File: src/rtl/pcs_pkg.sv
// Shared widths and types for the smootherstep pixel crossfade.
`timescale 1ns / 1ps

package pcs_pkg;

  localparam int unsigned CHAN_W   = 8;
  localparam int unsigned AMOUNT_W = 17;

  typedef logic [CHAN_W-1:0]   chan_t;
  typedef logic [AMOUNT_W-1:0] amount_t;

endpackage

File: src/rtl/pixel_crossfade_smootherstep.sv
// Smootherstep-eased crossfade of two pixel channel streams.
//
// Request channel: in_valid_i / in_stall_o carry one channel byte of the
// outgoing frame and the matching byte of the incoming frame. Result channel:
// out_valid_o / out_stall_i carry the blended byte, one per request, in order.
// A request moves at a clock edge where valid is high and stall is low.
// Throughput is one request per cycle while in_stall_o is low; a taken
// request passes the input register, then the result register, after which
// out_valid_o rises and the result can leave.
// cfg_we_i / cfg_wdata_i write the blend amount (Q1.FRAC_BITS, clamped to one).
// The eased weight is rebuilt by a six-stage multiply pipeline; in_stall_o is
// held high during the write cycle and while that pipeline is busy.
// Reset clears the weight to zero (output equals the outgoing byte) and
// empties both stages. A stalled valid result holds in the result register;
// an empty input register takes one more request, then in_stall_o rises.
`timescale 1ns / 1ps

module pixel_crossfade_smootherstep #(
  parameter int unsigned FRAC_BITS = 16
) (
  input  logic                  clk_i,
  input  logic                  rst_ni,
  input  logic                  cfg_we_i,
  input  pcs_pkg::amount_t      cfg_wdata_i,
  input  logic                  in_valid_i,
  output logic                  in_stall_o,
  input  pcs_pkg::chan_t        from_channel_i,
  input  pcs_pkg::chan_t        to_channel_i,
  output logic                  out_valid_o,
  input  logic                  out_stall_i,
  output pcs_pkg::chan_t        blended_channel_o
);

  localparam int unsigned AW     = FRAC_BITS + 1;
  localparam int unsigned CW     = (AW > pcs_pkg::AMOUNT_W) ? AW : pcs_pkg::AMOUNT_W;
  localparam int unsigned SW     = 2 * AW;
  localparam int unsigned GW     = FRAC_BITS + 4;
  localparam int unsigned QW     = 2 * FRAC_BITS + 5;
  localparam int unsigned PW     = AW + GW;
  localparam int unsigned ACC_W  = FRAC_BITS + 11;
  localparam int unsigned STAGES = 6;

  localparam logic [AW-1:0]  ONE      = AW'(1) << FRAC_BITS;
  localparam logic [CW-1:0]  ONE_C    = CW'(1) << FRAC_BITS;
  localparam logic [QW-1:0]  HALF_Q   = QW'(1) << (FRAC_BITS - 1);
  localparam logic [QW-1:0]  TEN_ONE2 = QW'(10) << (2 * FRAC_BITS);
  localparam logic [ACC_W-1:0] HALF_A = ACC_W'(1) << (FRAC_BITS - 1);

  // ---------------- weight easing pipeline ----------------
  logic [STAGES-1:0] ease_pipe_q, ease_pipe_d;
  logic              ease_busy;
  logic [AW-1:0]     a_q, a_d;
  logic [SW-1:0]     sq_q;
  logic [AW-1:0]     c2_q, c2_d;
  logic [GW-1:0]     g_q, g_d;
  logic [SW-1:0]     p3_q;
  logic [AW-1:0]     c3_q, c3_d;
  logic [PW-1:0]     p4_q;
  logic [AW-1:0]     weight_q, weight_d;
  logic [QW-1:0]     quad;
  logic [QW-1:0]     w_sum;

  assign ease_pipe_d = {ease_pipe_q[STAGES-2:0], cfg_we_i};
  assign ease_busy   = |ease_pipe_q;

  always_comb begin
    if (CW'(cfg_wdata_i) > ONE_C) begin
      a_d = ONE;
    end else begin
      a_d = AW'(cfg_wdata_i);
    end
  end

  // g = rnd(6a^2 + 10*ONE^2 - 15*a*ONE), c2 = rnd(a^2)
  always_comb begin
    quad  = (QW'(sq_q) << 2) + (QW'(sq_q) << 1) + TEN_ONE2
            - (((QW'(a_q) << 4) - QW'(a_q)) << FRAC_BITS);
    g_d   = GW'((quad + HALF_Q) >> FRAC_BITS);
    c2_d  = AW'((QW'(sq_q) + HALF_Q) >> FRAC_BITS);
    c3_d  = AW'((QW'(p3_q) + HALF_Q) >> FRAC_BITS);
    w_sum = (QW'(p4_q) + HALF_Q) >> FRAC_BITS;
    if (w_sum > QW'(ONE)) begin
      weight_d = ONE;
    end else begin
      weight_d = AW'(w_sum);
    end
  end

  always_ff @(posedge clk_i) begin
    if (cfg_we_i) begin
      a_q <= a_d;
    end
    sq_q <= SW'(a_q) * SW'(a_q);
    c2_q <= c2_d;
    g_q  <= g_d;
    p3_q <= SW'(c2_q) * SW'(a_q);
    c3_q <= c3_d;
    p4_q <= PW'(c3_q) * PW'(g_q);
  end

  always_ff @(posedge clk_i or negedge rst_ni) begin
    if (!rst_ni) begin
      ease_pipe_q <= '0;
      weight_q    <= '0;
    end else begin
      ease_pipe_q <= ease_pipe_d;
      if (ease_pipe_q[STAGES-1]) begin
        weight_q <= weight_d;
      end
    end
  end

  // ---------------- pixel datapath ----------------
  logic                   s1_valid_q;
  pcs_pkg::chan_t         from_q, to_q;
  logic                   out_valid_q;
  pcs_pkg::chan_t         blend_q, blend_d;
  logic                   out_ready, s1_ready, in_take;
  logic signed [8:0]      diff;
  logic signed [AW:0]     w_s;
  logic signed [ACC_W-1:0] prod, base, acc;

  assign out_ready = !out_valid_q || !out_stall_i;
  assign s1_ready  = !s1_valid_q || out_ready;
  assign in_stall_o = !s1_ready || ease_busy || cfg_we_i;
  assign in_take   = in_valid_i && !in_stall_o;

  // from + (to - from) * w, rounded half up
  always_comb begin
    diff    = $signed({1'b0, to_q}) - $signed({1'b0, from_q});
    w_s     = $signed({1'b0, weight_q});
    prod    = ACC_W'(diff) * ACC_W'(w_s);
    base    = $signed({3'b000, from_q, {FRAC_BITS{1'b0}}});
    acc     = base + prod + $signed(HALF_A);
    blend_d = acc[FRAC_BITS+7:FRAC_BITS];
  end

  always_ff @(posedge clk_i) begin
    if (in_take) begin
      from_q <= from_channel_i;
      to_q   <= to_channel_i;
    end
    if (s1_valid_q && out_ready) begin
      blend_q <= blend_d;
    end
  end

  always_ff @(posedge clk_i or negedge rst_ni) begin
    if (!rst_ni) begin
      s1_valid_q  <= 1'b0;
      out_valid_q <= 1'b0;
    end else begin
      if (s1_ready) begin
        s1_valid_q <= in_take;
      end
      if (out_ready) begin
        out_valid_q <= s1_valid_q;
      end
    end
  end

  assign out_valid_o       = out_valid_q;
  assign blended_channel_o = blend_q;

  // ---------------- assertions ----------------
  a_stall_while_easing: assert property (@(posedge clk_i) disable iff (!rst_ni)
    ease_busy |-> in_stall_o)
    else $error("request accepted while weight is being rebuilt");

  a_weight_bounded: assert property (@(posedge clk_i) disable iff (!rst_ni)
    weight_q <= ONE)
    else $error("eased weight above one");

  a_write_starts_ease: assert property (@(posedge clk_i) disable iff (!rst_ni)
    cfg_we_i |=> ease_pipe_q[0])
    else $error("config write did not start easing pipeline");

  a_take_fills_stage: assert property (@(posedge clk_i) disable iff (!rst_ni)
    in_take |=> s1_valid_q)
    else $error("accepted request lost at input register");

  a_no_req_during_ease: assert property (@(posedge clk_i) disable iff (!rst_ni)
    ease_pipe_q[STAGES-1] |-> !s1_valid_q)
    else $error("request in flight while weight updates");

endmodule
File: config.mk
export PLATFORM = sky130hd
export DESIGN_NAME = pixel_crossfade_smootherstep
export DESIGN_NICKNAME = d
export VERILOG_FILES = /design/src/rtl/pcs_pkg.sv /design/src/rtl/pixel_crossfade_smootherstep.sv
export SDC_FILE = /design/constraint.sdc
export NUM_CORES = 2
export LEC_CHECK = 0
export ABC_AREA = 1
export BUFFER_PORTS_ARGS = -buffer_cell sky130_fd_sc_hd__buf_2
export CORE_MARGIN = 5
export CORE_UTILIZATION = 60
export CTS_BUF_LIST = sky130_fd_sc_hd__clkbuf_4 sky130_fd_sc_hd__clkbuf_8 sky130_fd_sc_hd__clkbuf_16
export CTS_CLUSTER_SIZE = 14
export DETAILED_ROUTE_END_ITERATION = 12
export PLACE_DENSITY = 0.76
export SYNTH_ARGS = -nofsm -noshare
export SYNTH_HDL_FRONTEND = slang
export SYNTH_SLANG_ARGS = --single-unit
export TNS_END_PERCENT = 30
File: constraint.sdc
create_clock -name clk_i -period 7 [get_ports clk_i]
set_clock_uncertainty 0.05 [all_clocks]
set_input_delay 0.35 -clock clk_i [delete_from_list [all_inputs] [get_ports clk_i]]
set_output_delay 0.35 -clock clk_i [all_outputs]
set_load 0.01 [all_outputs]
==> summary.txt <==
Final setup fails: 0
Post-synth cell types: 46
Die area: 79900 um2
Initial antenna violation count: 0
Largest net degree at the start of global routing: 37
Setup ws final: 0.551 ns
Hold path startpoint: cfg_wdata_i[13]
WP data arrival: 6.78 ns
Nature of the critical path startpoint: flop
Post-synthesis compound-gate area fraction: 4.95%
Hold depth: 3
Top post-synthesis cells by area: fa_1 (36%), ha_1 (13%), inv_1 (13%)
Synth-to-layout area growth: 4.46%
Worst skew pair latency: 0.51 ns
Synth async-reset ratio: 13.0%
Synth top area share: 36.4%
CP top delay family: adder cells
Count leader, synth: inv_1
Worst Hold Class: input pin to flop
Fmax: 0.155 GHz
Routed Antenna Nets: 0
Share of layout cells above drive strength 1: 2.75%
Via-to-Cell Ratio: 5.33
Fin area: 46600 um2
Fill cell count: 6549
Hold path endpoint: a_q[13]
Initial drt markers: 2354
WL per Instance: 16.2 um
Core area: 74100 um2
Worst path cell trace: nand2_1, fa_1, inv_1, fa_1, inv_1, fa_1, inv_1, fa_1, inv_1, fa_1, inv_1, fa_1, ha_1, nand2_1, inv_1, a21oi_1, a21boi_0, nand2_1, nand2_1, nand2_1, nand2_1, nand2_1, nand2_1, nand2_1
Fin. max-slew vios: 0
Outcome: finished clean
# H-tree levels: 4
CTS clk-pin slew, worst paths: 0.09 ns
PortBufs: 47
Worst reg2reg setup slack: 0.55 ns
Most used DFF post-synth: dfxtp_1
Synth Warn #: 0
Reg-to-reg endpoint: p3_q[24]
Mapped Area: 44600 um2
R2R cell count: 24
CTS sink cnt: 193
Minimum clock period: 6.45 ns
Post-CTS setup buffer count: 0
TritonCTS clock tree: built
Worst setup EP type: flop
Proportion of synthesized chip area in sequential cells: 9.86%
HPWL after DPL: 90.0 mm
Measured slew at the worst slew-check pin: 1.24 ns
DR vias: 35500
Critical Path RT: 7.34 ns
Remaining global-route overflow: 0
Worst slack, placed: 0.681 ns
Worst path max stage delay: 1.16 ns
Avg Inst Size Synth: 7.79 um2
GRT Util Overall: 28.2%
Synth area leader: fa_1
Critical path class: flop to flop
Slew HR: 16.9%
CTS buffer count: 17
Starting Density: 60.3%
Root Driver: clkbuf_16
Vias in the first global route: 38200
IO Pins: 48
DRT Wirelength: 108 mm
Seq cells post-synth: 193
WP buf/inv: 6
Placement Cell Area: 45800 um2
Worst-path fanout max: 25
Multiplexer area fraction after synthesis: 0%
Final antenna diode count: 0
Drt drc: 0
Cell row count: 100
Hold Fails Final Rpt: 0
Final #Nets: 7015
Most common cell on crit path: nand2_1
Syn_nets: 7057
First-pass DRT Iterations: 6
First-pass GRT wire length: 183 mm
Die W: 283 um
Fin Setup TNS: 0 ns
Xor and xnor fraction of the mapped netlist area: 3.00%
FF-to-FF Start: a_q[4]
Post-synthesis simple-gate area fraction: 17.8%
Synth cell count leaders: inv_1 (1538), nand2_1 (1378), fa_1 (812)
Unrepaired setup endpoints after global routing: no
Post-Syn Instances: 5728
Max cap viols: 0
Placer Congestion: 0.927
Post-synth EDFFs: 41
Clk buf depth: 2
Final core occ: 62.9%
Post-Synth Adder-Cell Area: 49.9%
Die Y: 283 um
CP max-delay cell: edfxtp_1
Tcrit/Tclk final: 92.1%
Main combinational cell family by area after synthesis: adder cells
sequential cells by signal, summed over array words and instances, names as in the netlist:
name and cells:
g_q 20, c2_q 17, sq_q 33, blended_channel_o 8
p3_q 18, s1_valid_q 1, out_valid_o 1, a_q 17
weight_q 17, ease_pipe_q 6, from_q 8, p4_q 22
c3_q 17, to_q 8
area by class of cell:
type,instances,area (um2),share of cell area (%)
Clock buffer,17,425,0.912
Clock inverter,15,223,0.478
Inverter,1538,5770,12.4
Multi-Input combinational cell,3812,33700,72.3
Sequential cell,193,4400,9.44
Tap cell,969,1210,2.60
Timing Repair Buffer,124,861,1.85
logic make-up after synthesis:
family | count (synthesis)
buf+inv | 1723
xor+xnor | 153
simple gates | 1977
flops | 193
fa+ha+maj | 1291
compound gates | 391
layout by cell type (no fill, tap or decap), drive strengths merged, types with 19 or more instances in the layout:
master / instances
dlygate4sd3: 19
nor2: 333
buf: 105
dfrtp: 25
o21bai: 29
fa: 812
xor2: 111
nand2: 1382
xnor2: 42
a21oi: 171
a31oi: 24
nor3: 38
dfxtp: 127
nand4: 34
nand3: 152
ha: 479
inv: 1546
a21o: 22
edfxtp: 41
o21ai: 109
worst min-delay path: cells and delay by family:
| family | cells | cell delay (ns) |
|---|---|---|
| buffers and inverters | 2 | 0.11 |
| AND/OR/NAND/NOR | 1 | 0.08 |
metal layers:
metal | up-vias | wire length (um) | global-route usage [%]
li1 | 16700 | - | -
met1 | 17300 | 43800 | 35.9
met2 | 1182 | 52600 | 49.0
met3 | 280 | 7590 | 4.91
met4 | 0 | 4280 | 10.3
met5 | - | 0 | 0
stage by stage:
step,instances,hold slack (ns)
final,6668,0.103
after global routing,6668,0.107
after CTS,6668,0.0487
after detailed placement,6617,0.318
after global placement,6617,0.310
after floorplan,5728,0.00441
worst max path at each step:
stage	startpoint	to	slack, ns	depth (start not counted)
6_report	a_q[4]	p3_q[24]	0.55	24
5_1_grt	from_q[0]	blended_channel_o[7]	0.25	28
4_1_cts	a_q[5]	p3_q[24]	0.65	24
3_5_place_dp	from_q[0]	blended_channel_o[7]	0.68	28
3_3_place_gp	from_q[0]	blended_channel_o[7]	0.70	28
2_1_floorplan	from_q[0]	blended_channel_o[7]	1.07	28
timing repair:
item	4_1_cts	5_1_grt
hold buffers	19	0
hold endpoints to repair	43	0
gates resized for setup	0	0
endpoints found under the setup margin	0	0
Power is left out: the tool's default activity adds up to more than one toggle a clock period on the data nets, which glitch-free logic cannot reach.
